## src/hdl/wdd_pkg.sv

```systemverilog
package wdd_pkg;

  localparam int X_W        = 12;
  localparam int Y_W        = 12;
  localparam int FRAC_W     = 8;
  localparam int YPOS_W     = Y_W + FRAC_W;
  localparam int CFG_N_W    = 17;
  localparam int CFG_W_W    = 13;
  localparam int CFG_IDX_W  = 2;
  localparam int CFG_DATA_W = 17;

  localparam logic [CFG_IDX_W-1:0] CFG_TOTAL_POINTS = 2'd0;
  localparam logic [CFG_IDX_W-1:0] CFG_COLUMN_COUNT = 2'd1;

  localparam logic CMD_MOVE = 1'b0;
  localparam logic CMD_LINE = 1'b1;

  typedef enum logic [1:0] {
    MODE_PASS   = 2'd0,
    MODE_MEAN   = 2'd1,
    MODE_MINMAX = 2'd2
  } mode_t;

  typedef struct packed {
    logic              command;
    logic [X_W-1:0]    x_pos;
    logic [YPOS_W-1:0] y_pos;
  } res_t;

  typedef struct packed {
    logic busy;
    logic done;
  } div_stat_t;

endpackage

```

## src/hdl/wdd_if.sv

```systemverilog
interface wdd_in_if;
  import wdd_pkg::*;

  logic           valid;
  logic           ready;
  logic [X_W-1:0] x_pixel;
  logic [Y_W-1:0] y_pixel;

  modport source (output valid, x_pixel, y_pixel, input ready);
  modport sink   (input valid, x_pixel, y_pixel, output ready);
endinterface

interface wdd_out_if;
  import wdd_pkg::*;

  logic              valid;
  logic              ready;
  logic              command;
  logic [X_W-1:0]    x_pos;
  logic [YPOS_W-1:0] y_pos;
  logic              last;

  modport source (output valid, command, x_pos, y_pos, last, input ready);
  modport sink   (input valid, command, x_pos, y_pos, last, output ready);
endinterface

```

## src/hdl/wdd_divider.sv

```systemverilog
module wdd_divider #(
  parameter int DVW = 25,
  parameter int DSW = 13
) (
  input  logic                clk,
  input  logic                rst_n,
  input  logic                start,
  input  logic [DVW-1:0]      dividend,
  input  logic [DSW-1:0]      divisor,
  output logic [DVW-1:0]      quotient,
  output logic [DSW-1:0]      remainder,
  output wdd_pkg::div_stat_t  stat
);
  import wdd_pkg::*;

  localparam int CNTW = $clog2(DVW + 1);

  logic [DVW-1:0]  quo_r, quo_nxt;
  logic [DSW-1:0]  rem_r, rem_nxt;
  logic [DSW-1:0]  dvs_r, dvs_nxt;
  logic [CNTW-1:0] cnt_r, cnt_nxt;
  logic            done_r, done_nxt;
  logic [DSW:0]    shifted;
  logic [DSW:0]    diff;
  logic            ge;

  // restoring division, one quotient bit per cycle
  always_comb begin
    shifted  = {rem_r, quo_r[DVW-1]};
    diff     = shifted - {1'b0, dvs_r};
    ge       = shifted >= {1'b0, dvs_r};
    quo_nxt  = quo_r;
    rem_nxt  = rem_r;
    dvs_nxt  = dvs_r;
    cnt_nxt  = cnt_r;
    done_nxt = 1'b0;
    if (start) begin
      quo_nxt = dividend;
      rem_nxt = '0;
      dvs_nxt = divisor;
      cnt_nxt = CNTW'(DVW);
    end else if (cnt_r != '0) begin
      quo_nxt  = {quo_r[DVW-2:0], ge};
      rem_nxt  = ge ? diff[DSW-1:0] : shifted[DSW-1:0];
      cnt_nxt  = cnt_r - CNTW'(1);
      done_nxt = (cnt_r == CNTW'(1));
    end
  end

  always_ff @(posedge clk) begin
    if (!rst_n) begin
      cnt_r  <= '0;
      done_r <= 1'b0;
    end else begin
      cnt_r  <= cnt_nxt;
      done_r <= done_nxt;
    end
  end

  always_ff @(posedge clk) begin
    quo_r <= quo_nxt;
    rem_r <= rem_nxt;
    dvs_r <= dvs_nxt;
  end

  assign quotient  = quo_r;
  assign remainder = rem_r;
  assign stat.busy = (cnt_r != '0);
  assign stat.done = done_r;

endmodule

```

## src/hdl/waveform_display_decimator.sv

```systemverilog
// Channel  Dir  Transaction                               Payload
// in_ch    in   one plotted point                         x_pixel, y_pixel
// out_ch   out  one path command (0..2 per point)         command, x_pos, y_pos, last
// cfg_*    in   register write, index 0 points, 1 columns  cfg_index, cfg_data
//
// A point is taken (S_IDLE), evaluated (S_EVAL) and then each command is offered
// (S_EMIT); a min/max column close adds a range-start update (S_ADV, S_ADV2),
// none when it ends the frame. A mean column close adds a division on the shared
// restoring divider, one quotient bit per cycle, then the range-start update.
// After reset and after each config write, two divisions on the same divider
// run before in_ch.ready rises.
// Reset is synchronous, active low. Commands hold until out_ch.ready; no point
// is taken until all commands of the previous one are delivered.
module waveform_display_decimator #(
  parameter int MAX_POINTS  = 65536,
  parameter int MAX_COLUMNS = 4096,
  parameter int MEAN_STRIDE = 10
) (
  input  logic                              clk,
  input  logic                              rst_n,
  wdd_in_if.sink                            in_ch,
  wdd_out_if.source                         out_ch,
  input  logic                              cfg_we,
  input  logic [wdd_pkg::CFG_IDX_W-1:0]     cfg_index,
  input  logic [wdd_pkg::CFG_DATA_W-1:0]    cfg_data
);
  import wdd_pkg::*;

  localparam int NW   = CFG_N_W;
  localparam int WW   = CFG_W_W;
  localparam int SW   = $clog2(MEAN_STRIDE + 1);
  localparam int PW   = NW + SW;
  localparam int SUMW = $clog2((2 * MEAN_STRIDE - 1) * ((1 << Y_W) - 1) + 1);
  localparam int DVW  = (PW > SUMW + FRAC_W) ? PW : SUMW + FRAC_W;
  localparam int RW   = NW + 1;
  localparam int CW   = $clog2((1 << WW) + MEAN_STRIDE);

  typedef enum logic [10:0] {
    S_SETQ   = 11'b000_0000_0001,
    S_WAITQ  = 11'b000_0000_0010,
    S_SETP   = 11'b000_0000_0100,
    S_WAITP  = 11'b000_0000_1000,
    S_IDLE   = 11'b000_0001_0000,
    S_EVAL   = 11'b000_0010_0000,
    S_MEANGO = 11'b000_0100_0000,
    S_MEANW  = 11'b000_1000_0000,
    S_ADV    = 11'b001_0000_0000,
    S_ADV2   = 11'b010_0000_0000,
    S_EMIT   = 11'b100_0000_0000
  } state_t;

  state_t          state_r, state_nxt;
  logic [NW-1:0]   total_points_r, total_points_nxt;
  logic [WW-1:0]   column_count_r, column_count_nxt;

  logic [NW-1:0]   q_r, q_nxt;
  logic [WW-1:0]   r_r, r_nxt;
  logic [PW-1:0]   p_r, p_nxt;
  logic [WW-1:0]   pr_r, pr_nxt;
  mode_t           mode_r, mode_nxt;

  logic [NW-1:0]   s_r, s_nxt;
  logic [CW-1:0]   col_r, col_nxt;
  logic [RW-1:0]   rs_r, rs_nxt;
  logic [RW-1:0]   re_r, re_nxt;
  logic [WW-1:0]   rem_r, rem_nxt;
  logic [Y_W-1:0]  min_r, min_nxt;
  logic [Y_W-1:0]  max_r, max_nxt;
  logic [SUMW-1:0] sum_r, sum_nxt;
  logic            stopped_r, stopped_nxt;

  logic [X_W-1:0]  x_r, x_nxt;
  logic [Y_W-1:0]  y_r, y_nxt;
  res_t            res_r [2];
  res_t            res_nxt [2];
  logic [1:0]      res_cnt_r, res_cnt_nxt;
  logic            res_idx_r, res_idx_nxt;
  logic            mean_slot_r, mean_slot_nxt;

  logic [NW-1:0]   n_eff;
  logic [WW-1:0]   w_eff;
  logic [PW-1:0]   n_stride;
  mode_t           mode_new;
  logic [RW-1:0]   len_cur;
  logic [NW-1:0]   s_inc;
  logic            frame_end;
  logic            in_range;
  logic            range_last;
  logic            mean_stop;
  logic            mean_hit;
  logic [SUMW-1:0] sum_add;
  logic [Y_W-1:0]  min_new;
  logic [Y_W-1:0]  max_new;
  logic [YPOS_W-1:0] y_shift;
  logic [WW-1:0]   step_rem;
  logic [WW:0]     rem_sum;
  logic            rem_carry;
  logic [1:0]      slot_k;
  logic            mean_go;
  logic            adv_go;
  logic            clr;
  logic [RW-1:0]   clr_len;
  logic            in_acc;
  logic            out_acc;
  logic            out_last;

  logic              div_start;
  logic [DVW-1:0]    div_dividend;
  logic [WW-1:0]     div_divisor;
  logic [DVW-1:0]    div_quo;
  logic [WW-1:0]     div_rem;
  div_stat_t         div_stat;

  wdd_divider #(
    .DVW (DVW),
    .DSW (WW)
  ) u_div (
    .clk       (clk),
    .rst_n     (rst_n),
    .start     (div_start),
    .dividend  (div_dividend),
    .divisor   (div_divisor),
    .quotient  (div_quo),
    .remainder (div_rem),
    .stat      (div_stat)
  );

  // effective register values
  always_comb begin
    if (total_points_r == '0) begin
      n_eff = NW'(1);
    end else if (32'(total_points_r) > MAX_POINTS) begin
      n_eff = NW'(MAX_POINTS);
    end else begin
      n_eff = total_points_r;
    end
    if (column_count_r == '0) begin
      w_eff = WW'(1);
    end else if (32'(column_count_r) > MAX_COLUMNS) begin
      w_eff = WW'(MAX_COLUMNS);
    end else begin
      w_eff = column_count_r;
    end
  end

  assign n_stride = PW'(n_eff) * PW'(MEAN_STRIDE);

  always_comb begin
    priority if (32'(n_eff) <= 32'(w_eff)) begin
      mode_new = MODE_PASS;
    end else if (32'(n_eff) < (32'(w_eff) << 1)) begin
      mode_new = MODE_MEAN;
    end else begin
      mode_new = MODE_MINMAX;
    end
  end

  assign div_start = (state_r == S_SETQ) || (state_r == S_SETP) || (state_r == S_MEANGO);

  always_comb begin
    priority if (state_r == S_MEANGO) begin
      div_dividend = DVW'({sum_r, {FRAC_W{1'b0}}});
      div_divisor  = WW'(p_r);
    end else if (state_r == S_SETP) begin
      div_dividend = DVW'(n_stride);
      div_divisor  = w_eff;
    end else begin
      div_dividend = DVW'(n_eff);
      div_divisor  = w_eff;
    end
  end

  assign len_cur    = (mode_r == MODE_MEAN) ? RW'(p_r) : RW'(q_r);
  assign s_inc      = s_r + NW'(1);
  assign frame_end  = s_inc >= n_eff;
  assign in_range   = (RW'(s_r) >= rs_r) && (RW'(s_r) < re_r);
  assign range_last = (RW'(s_inc) == re_r);
  assign mean_stop  = stopped_r || (32'(col_r) >= 32'(w_eff)) || (re_r >= RW'(n_eff));
  assign mean_hit   = !mean_stop && in_range;
  assign sum_add    = sum_r + SUMW'(y_r);
  assign min_new    = (y_r < min_r) ? y_r : min_r;
  assign max_new    = (y_r > max_r) ? y_r : max_r;
  assign y_shift    = {y_r, {FRAC_W{1'b0}}};

  // range start advance: column*N = range_start*W + remainder
  assign step_rem   = (mode_r == MODE_MEAN) ? pr_r : r_r;
  assign rem_sum    = {1'b0, rem_r} + {1'b0, step_rem};
  assign rem_carry  = rem_sum >= {1'b0, w_eff};

  assign in_acc   = in_ch.valid && in_ch.ready;
  assign out_acc  = out_ch.valid && out_ch.ready;
  assign out_last = ({1'b0, res_idx_r} == res_cnt_r - 2'd1);

  always_comb begin
    state_nxt        = state_r;
    total_points_nxt = total_points_r;
    column_count_nxt = column_count_r;
    q_nxt            = q_r;
    r_nxt            = r_r;
    p_nxt            = p_r;
    pr_nxt           = pr_r;
    mode_nxt         = mode_r;
    s_nxt            = s_r;
    col_nxt          = col_r;
    rs_nxt           = rs_r;
    re_nxt           = re_r;
    rem_nxt          = rem_r;
    min_nxt          = min_r;
    max_nxt          = max_r;
    sum_nxt          = sum_r;
    stopped_nxt      = stopped_r;
    x_nxt            = x_r;
    y_nxt            = y_r;
    res_nxt          = res_r;
    res_cnt_nxt      = res_cnt_r;
    res_idx_nxt      = res_idx_r;
    mean_slot_nxt    = mean_slot_r;
    slot_k           = 2'd0;
    mean_go          = 1'b0;
    adv_go           = 1'b0;
    clr              = 1'b0;
    clr_len          = len_cur;

    unique case (state_r)
      S_SETQ: begin
        state_nxt = S_WAITQ;
      end
      S_WAITQ: begin
        if (div_stat.done) begin
          q_nxt     = NW'(div_quo);
          r_nxt     = div_rem;
          state_nxt = S_SETP;
        end
      end
      S_SETP: begin
        state_nxt = S_WAITP;
      end
      S_WAITP: begin
        if (div_stat.done) begin
          p_nxt     = PW'(div_quo);
          pr_nxt    = div_rem;
          mode_nxt  = mode_new;
          clr       = 1'b1;
          clr_len   = (mode_new == MODE_MEAN) ? RW'(div_quo) : RW'(q_r);
          state_nxt = S_IDLE;
        end
      end
      S_IDLE: begin
        if (in_acc) begin
          x_nxt     = in_ch.x_pixel;
          y_nxt     = in_ch.y_pixel;
          state_nxt = S_EVAL;
        end
      end
      S_EVAL: begin
        s_nxt       = s_inc;
        res_idx_nxt = 1'b0;
        unique case (mode_r)
          MODE_PASS: begin
            res_nxt[0] = '{(s_r == '0) ? CMD_MOVE : CMD_LINE, x_r, y_shift};
            slot_k     = 2'd1;
          end
          MODE_MEAN: begin
            stopped_nxt = mean_stop;
            if (s_r == '0) begin
              res_nxt[0] = '{CMD_MOVE, x_r, y_shift};
              slot_k     = 2'd1;
            end
            if (mean_hit) begin
              sum_nxt = sum_add;
              if (range_last) begin
                res_nxt[slot_k[0]] = '{CMD_LINE, col_r[X_W-1:0], '0};
                mean_slot_nxt      = slot_k[0];
                slot_k             = slot_k + 2'd1;
                mean_go            = 1'b1;
              end
            end
            if (frame_end && slot_k < 2'd2) begin
              res_nxt[slot_k[0]] = '{CMD_LINE, x_r, y_shift};
              slot_k             = slot_k + 2'd1;
            end
          end
          MODE_MINMAX: begin
            if (in_range) begin
              min_nxt = min_new;
              max_nxt = max_new;
              if (range_last) begin
                res_nxt[0] = '{CMD_MOVE, col_r[X_W-1:0], {min_new, {FRAC_W{1'b0}}}};
                res_nxt[1] = '{CMD_LINE, col_r[X_W-1:0], {max_new, {FRAC_W{1'b0}}}};
                slot_k     = 2'd2;
                min_nxt    = '1;
                max_nxt    = '0;
                adv_go     = 1'b1;
              end
            end
          end
          default: begin
            slot_k = 2'd0;
          end
        endcase
        res_cnt_nxt = slot_k;
        priority if (mean_go) begin
          state_nxt = S_MEANGO;
        end else if (adv_go && !frame_end) begin
          state_nxt = S_ADV;
        end else if (slot_k != 2'd0) begin
          state_nxt = S_EMIT;
        end else begin
          state_nxt = S_IDLE;
        end
        if (frame_end) begin
          clr = 1'b1;
        end
      end
      S_MEANGO: begin
        sum_nxt   = '0;
        state_nxt = S_MEANW;
      end
      S_MEANW: begin
        if (div_stat.done) begin
          res_nxt[mean_slot_r].y_pos = YPOS_W'(div_quo);
          state_nxt                  = S_ADV;
        end
      end
      S_ADV: begin
        rem_nxt   = rem_carry ? WW'(rem_sum - {1'b0, w_eff}) : rem_sum[WW-1:0];
        rs_nxt    = re_r + RW'(rem_carry);
        col_nxt   = col_r + ((mode_r == MODE_MEAN) ? CW'(MEAN_STRIDE) : CW'(1));
        state_nxt = S_ADV2;
      end
      S_ADV2: begin
        re_nxt    = rs_r + len_cur;
        state_nxt = S_EMIT;
      end
      S_EMIT: begin
        if (out_acc) begin
          if (out_last) begin
            res_idx_nxt = 1'b0;
            state_nxt   = S_IDLE;
          end else begin
            res_idx_nxt = 1'b1;
          end
        end
      end
      default: begin
        state_nxt = S_SETQ;
      end
    endcase

    if (clr) begin
      s_nxt       = '0;
      col_nxt     = '0;
      rs_nxt      = '0;
      re_nxt      = clr_len;
      rem_nxt     = '0;
      min_nxt     = '1;
      max_nxt     = '0;
      sum_nxt     = '0;
      stopped_nxt = 1'b0;
    end

    // any write restarts the frame through the setup divisions
    if (cfg_we) begin
      priority if (cfg_index == CFG_TOTAL_POINTS) begin
        total_points_nxt = cfg_data[NW-1:0];
      end else if (cfg_index == CFG_COLUMN_COUNT) begin
        column_count_nxt = cfg_data[WW-1:0];
      end
      res_idx_nxt = 1'b0;
      state_nxt   = S_SETQ;
    end
  end

  always_ff @(posedge clk) begin
    if (!rst_n) begin
      state_r        <= S_SETQ;
      total_points_r <= NW'(1);
      column_count_r <= WW'(1);
      res_idx_r      <= 1'b0;
    end else begin
      state_r        <= state_nxt;
      total_points_r <= total_points_nxt;
      column_count_r <= column_count_nxt;
      res_idx_r      <= res_idx_nxt;
    end
  end

  always_ff @(posedge clk) begin
    q_r         <= q_nxt;
    r_r         <= r_nxt;
    p_r         <= p_nxt;
    pr_r        <= pr_nxt;
    mode_r      <= mode_nxt;
    s_r         <= s_nxt;
    col_r       <= col_nxt;
    rs_r        <= rs_nxt;
    re_r        <= re_nxt;
    rem_r       <= rem_nxt;
    min_r       <= min_nxt;
    max_r       <= max_nxt;
    sum_r       <= sum_nxt;
    stopped_r   <= stopped_nxt;
    x_r         <= x_nxt;
    y_r         <= y_nxt;
    res_r       <= res_nxt;
    res_cnt_r   <= res_cnt_nxt;
    mean_slot_r <= mean_slot_nxt;
  end

  assign in_ch.ready    = (state_r == S_IDLE);
  assign out_ch.valid   = (state_r == S_EMIT);
  assign out_ch.command = res_r[res_idx_r].command;
  assign out_ch.x_pos   = res_r[res_idx_r].x_pos;
  assign out_ch.y_pos   = res_r[res_idx_r].y_pos;
  assign out_ch.last    = out_last;

endmodule

```

## src/flat_wrapper.sv

```systemverilog
// flat-port wrapper written by rule: the top's interface ports become plain ports
module waveform_display_decimator_flat import wdd_pkg::*;
#(
  parameter int MAX_POINTS  = 65536,
  parameter int MAX_COLUMNS = 4096,
  parameter int MEAN_STRIDE = 10
)
  (clk, rst_n, cfg_we, cfg_index, cfg_data, in_ch_valid, in_ch_x_pixel, in_ch_y_pixel, in_ch_ready, out_ch_valid, out_ch_command, out_ch_x_pos, out_ch_y_pos, out_ch_last, out_ch_ready);
  wdd_in_if in_ch_i ();
  wdd_out_if out_ch_i ();
  input  logic clk;
  input  logic rst_n;
  input  logic cfg_we;
  input  logic [wdd_pkg::CFG_IDX_W-1:0] cfg_index;
  input  logic [wdd_pkg::CFG_DATA_W-1:0] cfg_data;
  input wire logic [$bits(in_ch_i.valid)-1:0] in_ch_valid;
  input wire logic [$bits(in_ch_i.x_pixel)-1:0] in_ch_x_pixel;
  input wire logic [$bits(in_ch_i.y_pixel)-1:0] in_ch_y_pixel;
  output wire logic [$bits(in_ch_i.ready)-1:0] in_ch_ready;
  output wire logic [$bits(out_ch_i.valid)-1:0] out_ch_valid;
  output wire logic [$bits(out_ch_i.command)-1:0] out_ch_command;
  output wire logic [$bits(out_ch_i.x_pos)-1:0] out_ch_x_pos;
  output wire logic [$bits(out_ch_i.y_pos)-1:0] out_ch_y_pos;
  output wire logic [$bits(out_ch_i.last)-1:0] out_ch_last;
  input wire logic [$bits(out_ch_i.ready)-1:0] out_ch_ready;
  assign in_ch_i.valid = in_ch_valid;
  assign in_ch_i.x_pixel = in_ch_x_pixel;
  assign in_ch_i.y_pixel = in_ch_y_pixel;
  assign in_ch_ready = in_ch_i.ready;
  assign out_ch_valid = out_ch_i.valid;
  assign out_ch_command = out_ch_i.command;
  assign out_ch_x_pos = out_ch_i.x_pos;
  assign out_ch_y_pos = out_ch_i.y_pos;
  assign out_ch_last = out_ch_i.last;
  assign out_ch_i.ready = out_ch_ready;
  waveform_display_decimator #(.MAX_POINTS(MAX_POINTS), .MAX_COLUMNS(MAX_COLUMNS), .MEAN_STRIDE(MEAN_STRIDE)) u_core (.clk(clk), .rst_n(rst_n), .in_ch(in_ch_i), .out_ch(out_ch_i), .cfg_we(cfg_we), .cfg_index(cfg_index), .cfg_data(cfg_data));
endmodule
```

## config.mk

```make
export PLATFORM = sky130hd
export DESIGN_NAME = waveform_display_decimator_flat
export DESIGN_NICKNAME = d
export VERILOG_FILES = /design/src/hdl/wdd_pkg.sv /design/src/hdl/wdd_if.sv /design/src/hdl/wdd_divider.sv /design/src/hdl/waveform_display_decimator.sv /design/src/flat_wrapper.sv
export SDC_FILE = /design/constraint.sdc
export NUM_CORES = 1
export LEC_CHECK = 0
export BUFFER_PORTS_ARGS = -buffer_cell sky130_fd_sc_hd__clkbuf_2
export CAP_MARGIN = 25
export CELL_PAD_IN_SITES_DETAIL_PLACEMENT = 2
export CELL_PAD_IN_SITES_GLOBAL_PLACEMENT = 2
export CORE_MARGIN = 2
export CORE_UTILIZATION = 30
export DETAILED_ROUTE_END_ITERATION = 7
export PLACE_DENSITY_LB_ADDON = 0.1
export SLEW_MARGIN = 20
export SYNTH_ARGS = -nofsm -noshare
export SYNTH_HDL_FRONTEND = slang
export SYNTH_SLANG_ARGS = --single-unit
```

## constraint.sdc

```tcl
create_clock -name clk -period 7.3 [get_ports clk]
set_input_delay 0.73 -clock clk [delete_from_list [all_inputs] [get_ports clk]]
set_output_delay 0.73 -clock clk [all_outputs]
set_load 0.01 [all_outputs]
```

* Yosys cells after proc, flatten, opt, wreduce, memory -nomap -nowiden
Index checks and enable logic that the tools add are counted.
** Operators by class
- Add/sub/neg operators :: 12
- Multiply operators :: 1
- Divide/modulo/power cells :: 0
- Magnitude comparators :: 21
- Eq/ne operators :: 30
- Shift-type cells :: 0
- Muxes and demuxes :: 92
- Bitwise logic cells :: 7
- Reductions and logical operators :: 43
** Operators by type and width (count)
- two-way mux 66 bit :: 8
- two-way mux 33 bit :: 8
- bitwise mux 66 bit :: 3
- case mux 66 bit (2 select lines) :: 1
- case mux 11 bit (11 select lines) :: 1
- two-way mux 18 bit :: 6
- demux 33 bit (select 1 bit) :: 3
- two-way mux 11 bit :: 9
- case mux 33 bit (3 select lines) :: 1
- two-way mux 13 bit :: 6
- two-way mux 25 bit :: 3
- two-way mux 17 bit :: 4
- case mux 33 bit (2 select lines) :: 1
- two-way mux 12 bit :: 4
- >= comparator 14 x 13 -> 1 bit :: 3
- logical NOT 17 bit :: 2
- case mux 17 bit (2 select lines) :: 1
- subtractor 13 bit :: 2
- two-way mux 2 bit :: 12
- two-way mux 21 bit :: 1
- multiplier 17 x 3 -> 20 bit (second input constant) :: 1
- two-way mux 20 bit :: 1
- adder 18 x 1 -> 18 bit :: 1
- adder 18 bit :: 1
- other kinds (61) :: 123
** Storage, ports and cells
- Flip-flop bits (word level) :: 377
- Bits in latches :: 0
- Memory bits (writable) :: 0
- Memory bits (read-only) :: 0
- Input bits :: 48
- Output and inout bits :: 36
- Word-level logic and storage cells :: 240
- Memories kept :: 0

* Depth between registers and ports, before layout
- Depth in word-level cells :: 21
- Depth in mapped cells :: 33
- Gate-level depth less buffers :: 28

* Cells and area by module
From an unflattened synthesis, not the netlist that was laid out.
** Second synthesis, totals
- Cells, all modules :: 2652
- Area, all modules :: 25127.8 sq um
** By module, submodules not included
- waveform_display_decimator :: times used 1, cells each 2363, area each 21974.8 sq um, sequential area each 8147.8 sq um
- wdd_divider :: times used 1, cells each 289, area each 3153.0 sq um, sequential area each 1521.5 sq um

* Worst setup path after synthesis
No wires, ideal clock.
- Path kind :: reg2reg
- Start :: register u_core.mode_r[1]
- End :: register u_core.rs_r[14]
- Setup time :: 0.086 ns
- Arrival :: 7.429 ns
- Required time :: 7.214 ns
- Slack :: -0.214 ns
- Cell stages (with the launch flop) :: 33
- Buffers on the path :: 5
- Clock period less this slack :: 7.514 ns
- Path through :: edfxtp_1 > inv_1 > ha_1 > clkbuf_1 > clkbuf_1 > clkbuf_1 > buf_1 > mux2_2 > ha_1 > fa_1 > a21o_1 > a21oi_1 > nor2_1 > a211o_1 > a21o_1 > a41o_1 > o41ai_1 > xnor2_1 > ha_1 > nand4_1 > nor3_1 > nor4_1 > o311ai_0 > nand2_1 > o21ai_1 > clkbuf_1 > ha_1 > ha_1 > and3_1 > nand3_1 > nor4_1 > xnor2_1 > a211oi_1
** On the way
- Cells in the longest elaborated chain, start to end :: 5
** Ends and longest elaborated chain
- from (decl) :: line waveform_display_decimator.sv:60 : mode_t mode_r, mode_nxt;
- from (signal assigned) :: line waveform_display_decimator.sv:393 : mode_r <= mode_nxt;
- equality test 2 x 1 -> 1 bit :: line waveform_display_decimator.sv:186 : assign step_rem = (mode_r == MODE_MEAN) ? pr_r : r_r;
- two-way mux 13 bit :: line waveform_display_decimator.sv:186
- adder 13 x 13 -> 14 bit :: line waveform_display_decimator.sv:187 : assign rem_sum = {1'b0, rem_r} + {1'b0, step_rem};
- >= comparator 14 x 13 -> 1 bit :: line waveform_display_decimator.sv:188 : assign rem_carry = rem_sum >= {1'b0, w_eff};
- adder 18 x 1 -> 18 bit :: line waveform_display_decimator.sv:327 : rs_nxt = re_r + RW'(rem_carry);
- to (signal assigned) :: line waveform_display_decimator.sv:396 : rs_r <= rs_nxt;
- to (decl) :: line waveform_display_decimator.sv:64 : logic [RW-1:0] rs_r, rs_nxt;
No other way between the ends.
A chain may end at the register's enable or synchronous reset.

* Final worst setup path
Ends and elaborated chain as after synthesis.

==> results_dict.tcl <==
set metrics [dict create \
    yosysWarningCount 0 \
    grt_use_total_pct 23.05 \
    grt_pass1_vias 23448 \
    final_common_cell "nand2_1" \
    antenna_found_initial 11 \
    status "finished, final reports clean" \
    dp_hpwl_um 75590 \
    ctsHtreeMaxLevel 2 \
    drc 0 \
    synth_compound_area_share_pct 18.14 \
    drv_slew 0 \
    area_growth_pct 13.23 \
    finalCriticalPeriod_ps 6576 \
    synth-edff-count 212 \
    required_ps 7840 \
    nFillCells 9176 \
    cts_setup_buffers 0 \
    muxShareOfSynthArea_pct 5.338 \
    synth_xor_area_share_pct 4.736 \
    rsz0062_at_grt "no" \
    avgRoutedWirePerCell_um 25.57 \
    initial_core_util_pct 30.20 \
    vias 21367 \
    cts-hold-fix-buffers 0 \
    critPathMaxFanout 11 \
    die_h_um 293.6 \
    antenna_left 0 \
    io_pins 84 \
    critPathLaunchType "flip-flop" \
    timing.final.crit_share_pct 90.09 \
    crit_arrival_ps 7110 \
    via_per_inst 5.504 \
    synth_top_family_by_area "compound AO/OA/AOI/OAI gates" \
    coreArea_mm2 0.08329 \
    clk_pin_slew_ps 70 \
    std_cell_rows 106 \
    synth-simple-area-share_pct 16.45 \
    asyncSetResetFlopFracSynth_pct 0 \
    drt_wl_total_um 99280 \
    synth-seq-cells 377 \
    leakagePower_nw 11.31 \
    cts.sinks 377 \
    skew_ps 35.38 \
    die_area_mm2 0.08617 \
    p_per_area_mw_per_mm2 197.5 \
    max-slew-margin-rel_pct 37.89 \
    die_x_um 293.6 \
    synth_cells 2706 \
    power_frac_clock_pct 43.4 \
    end_kind "flip-flop" \
    critPathKind "flip-flop to flip-flop" \
    hold_viol_final 0 \
    vdd_ir_drop_max_v 0.0001538 \
    intPower_mw 4.042 \
    drtPass1Iterations 6 \
    synth_fp_nets 3002 \
    gp_routability_congestion 0.8436 \
    ys_seq_area_share_pct 38.44 \
    hp-class "primary input to flip-flop" \
    nNetsFinal 3057 \
    final_cell_mix "nand2_1, ha_1, nor2_1" \
    p_switching_mw 1.584 \
    switching_share_pct 28.15 \
    cts-root-buf "clkbuf_16" \
    clkLatencyLatePin_ps 620 \
    hold_slack_ps 289.2 \
    cts_tree "yes" \
    seqPwrFrac_pct 43.5 \
    cts_buffers 49 \
    tightest_slew_ps 929.6 \
    avgSynthCellArea_um2 9.295 \
    port_buffers 83 \
    netlist_area_mm2 0.02515 \
    combPwrFrac_pct 13.1 \
    drtIter0Drc 978 \
    cts_resized 0 \
    synth_ff_type "edfxtp_1" \
    grt_pass1_wl_um 151500 \
    synth_fa_ha_area_share_pct 12.59 \
    setup_viol 0 \
    drive_gt1_share_pct 12.71 \
    grt_overflow 0 \
    grt_max_degree 53 \
    cap_viol_max_count 0 \
    fmax_ghz 0.1521 \
    clock_path_buffers 3 \
    tns_ps 0 \
    yosysUniqueCellTypes 89 \
]
-- sequential cells by signal (all words and copies together), names as in the netlist, 14 cells and up --
signal                 flops
u_core.sum_r              17
u_core.col_r              14
u_core.p_r                18
u_core.re_r               18
u_core.q_r                17
u_core.u_div.quotient     25
u_core.rs_r               18
u_core.total_points_r     17
u_core.s_r                17
u_core.res_r              66
-- stage by stage --
step	worst slack, ps	instance area (um^2)	cells	power, mW	util [%]
2_1_floorplan	170.4	25160	2706	2.940	-
3_3_place_gp	924.1	26860	3789	3.203	32.25
3_5_place_dp	761.9	26870	3789	3.236	32.26
4_1_cts	686.1	28440	3880	5.715	34.15
5_1_grt	247.7	28480	3881	5.879	34.19
6_report	723.5	28480	3882	5.626	34.20
-- cell families after synthesis --
logic type               Yosys count
AND/OR/NAND/NOR                  866
adder cells (fa/ha/maj)          249
buffers and inverters            270
multiplexers                     123
flip-flops                       377
XOR/XNOR                         136
AO/OA/AOI/OAI                    685
-- Yosys cell counts, types with 13 or more instances --
cell      number  area share [%]
a31oi_1       21            0.52
nand4_1       32            0.80
o22ai_1       19            0.47
inv_1        135             2.0
nand2_1      293             4.4
a21oi_1      157             3.1
xnor2_1       93             3.2
o221a_2       13            0.58
a22oi_1       24            0.72
mux2_2        79             3.5
xor2_1        43             1.5
ha_1         241              12
a21o_1        37             1.1
nor3_1        50            0.99
a221oi_1      18            0.63
o21ai_0      157             3.1
nand2b_1      21            0.52
dfxtp_1      165              13
nand3_1       72             1.4
nor2b_1       38            0.95
and3_1        17            0.42
or3_1         26            0.65
a21boi_0      34             1.0
clkbuf_1     101             1.5
a22o_1        21            0.73
o21a_1        33            0.98
nor4_1        22            0.55
edfxtp_1     212              25
nor2_1       217             3.2
mux2i_1       43             1.7
a221o_1       13            0.52
a211oi_1      50             1.5
-- layout make-up --
type	instances	area [um^2]	share of cell area, %
antenna	1	2.502	0.008786
inverter	139	526.8	1.849
sequential	377	9671	33.95
tap	1080	1351	4.745
multi-input combinational	2059	14530	51.00
timing repair buffer	135	825.8	2.899
clock buffer	70	1378	4.837
clock inverter	21	200.2	0.7029
-- power groups by stage --
stage                     registers [mW]  clock network [mW]  logic (mW)
after floorplan                     2.42                   0       0.524
after global placement              2.49                   0       0.713
after detailed placement            2.50                   0       0.740
after CTS                           2.45                2.52       0.747
after global routing                2.46                2.59       0.832
final                               2.45                2.44       0.738
-- routing by layer --
layer,vias up,wire length [um],global-route usage [%]
met5,-,0,0
met3,107,2939,2.526
met1,10977,46370,30.87
met2,247,47510,39.44
met4,0,2459,5.923
li1,10036,-,-
-- worst max-delay path: stages (launching register included) --
cell      delay [ps]
edfxtp_1         430
inv_1            100
ha_2             340
mux2_2           370
ha_1             210
fa_1             410
a21o_1           200
a21oi_1          230
nor2_1            80
a211o_1          310
a21o_1           200
a41o_1           260
o41ai_1          330
xnor2_1          160
ha_1             360
nand4_1          100
nor3_1           370
nor4_1           100
o311ai_0         110
nand2_1          160
o21ai_2          110
ha_1             190
ha_1             180
and3_1           210
nand3_1          270
nor4_1           340
xnor2_1          110
a211oi_1         220
-- worst paths after layout --
kind / from / endpoint / slack, ps / cells after the start
worst max-delay path: u_core.mode_r[1] / u_core.rs_r[14] / 720 / 27
worst min-delay path: in_ch_x_pixel[0] / u_core.x_r[0] / 290 / 1
worst max register to register: u_core.mode_r[1] / u_core.rs_r[14] / 720 / 27
worst min register to register: u_core.column_count_r[0] / u_core.column_count_r[0] / 490 / 2
Power figures use the tool's default switching activity.
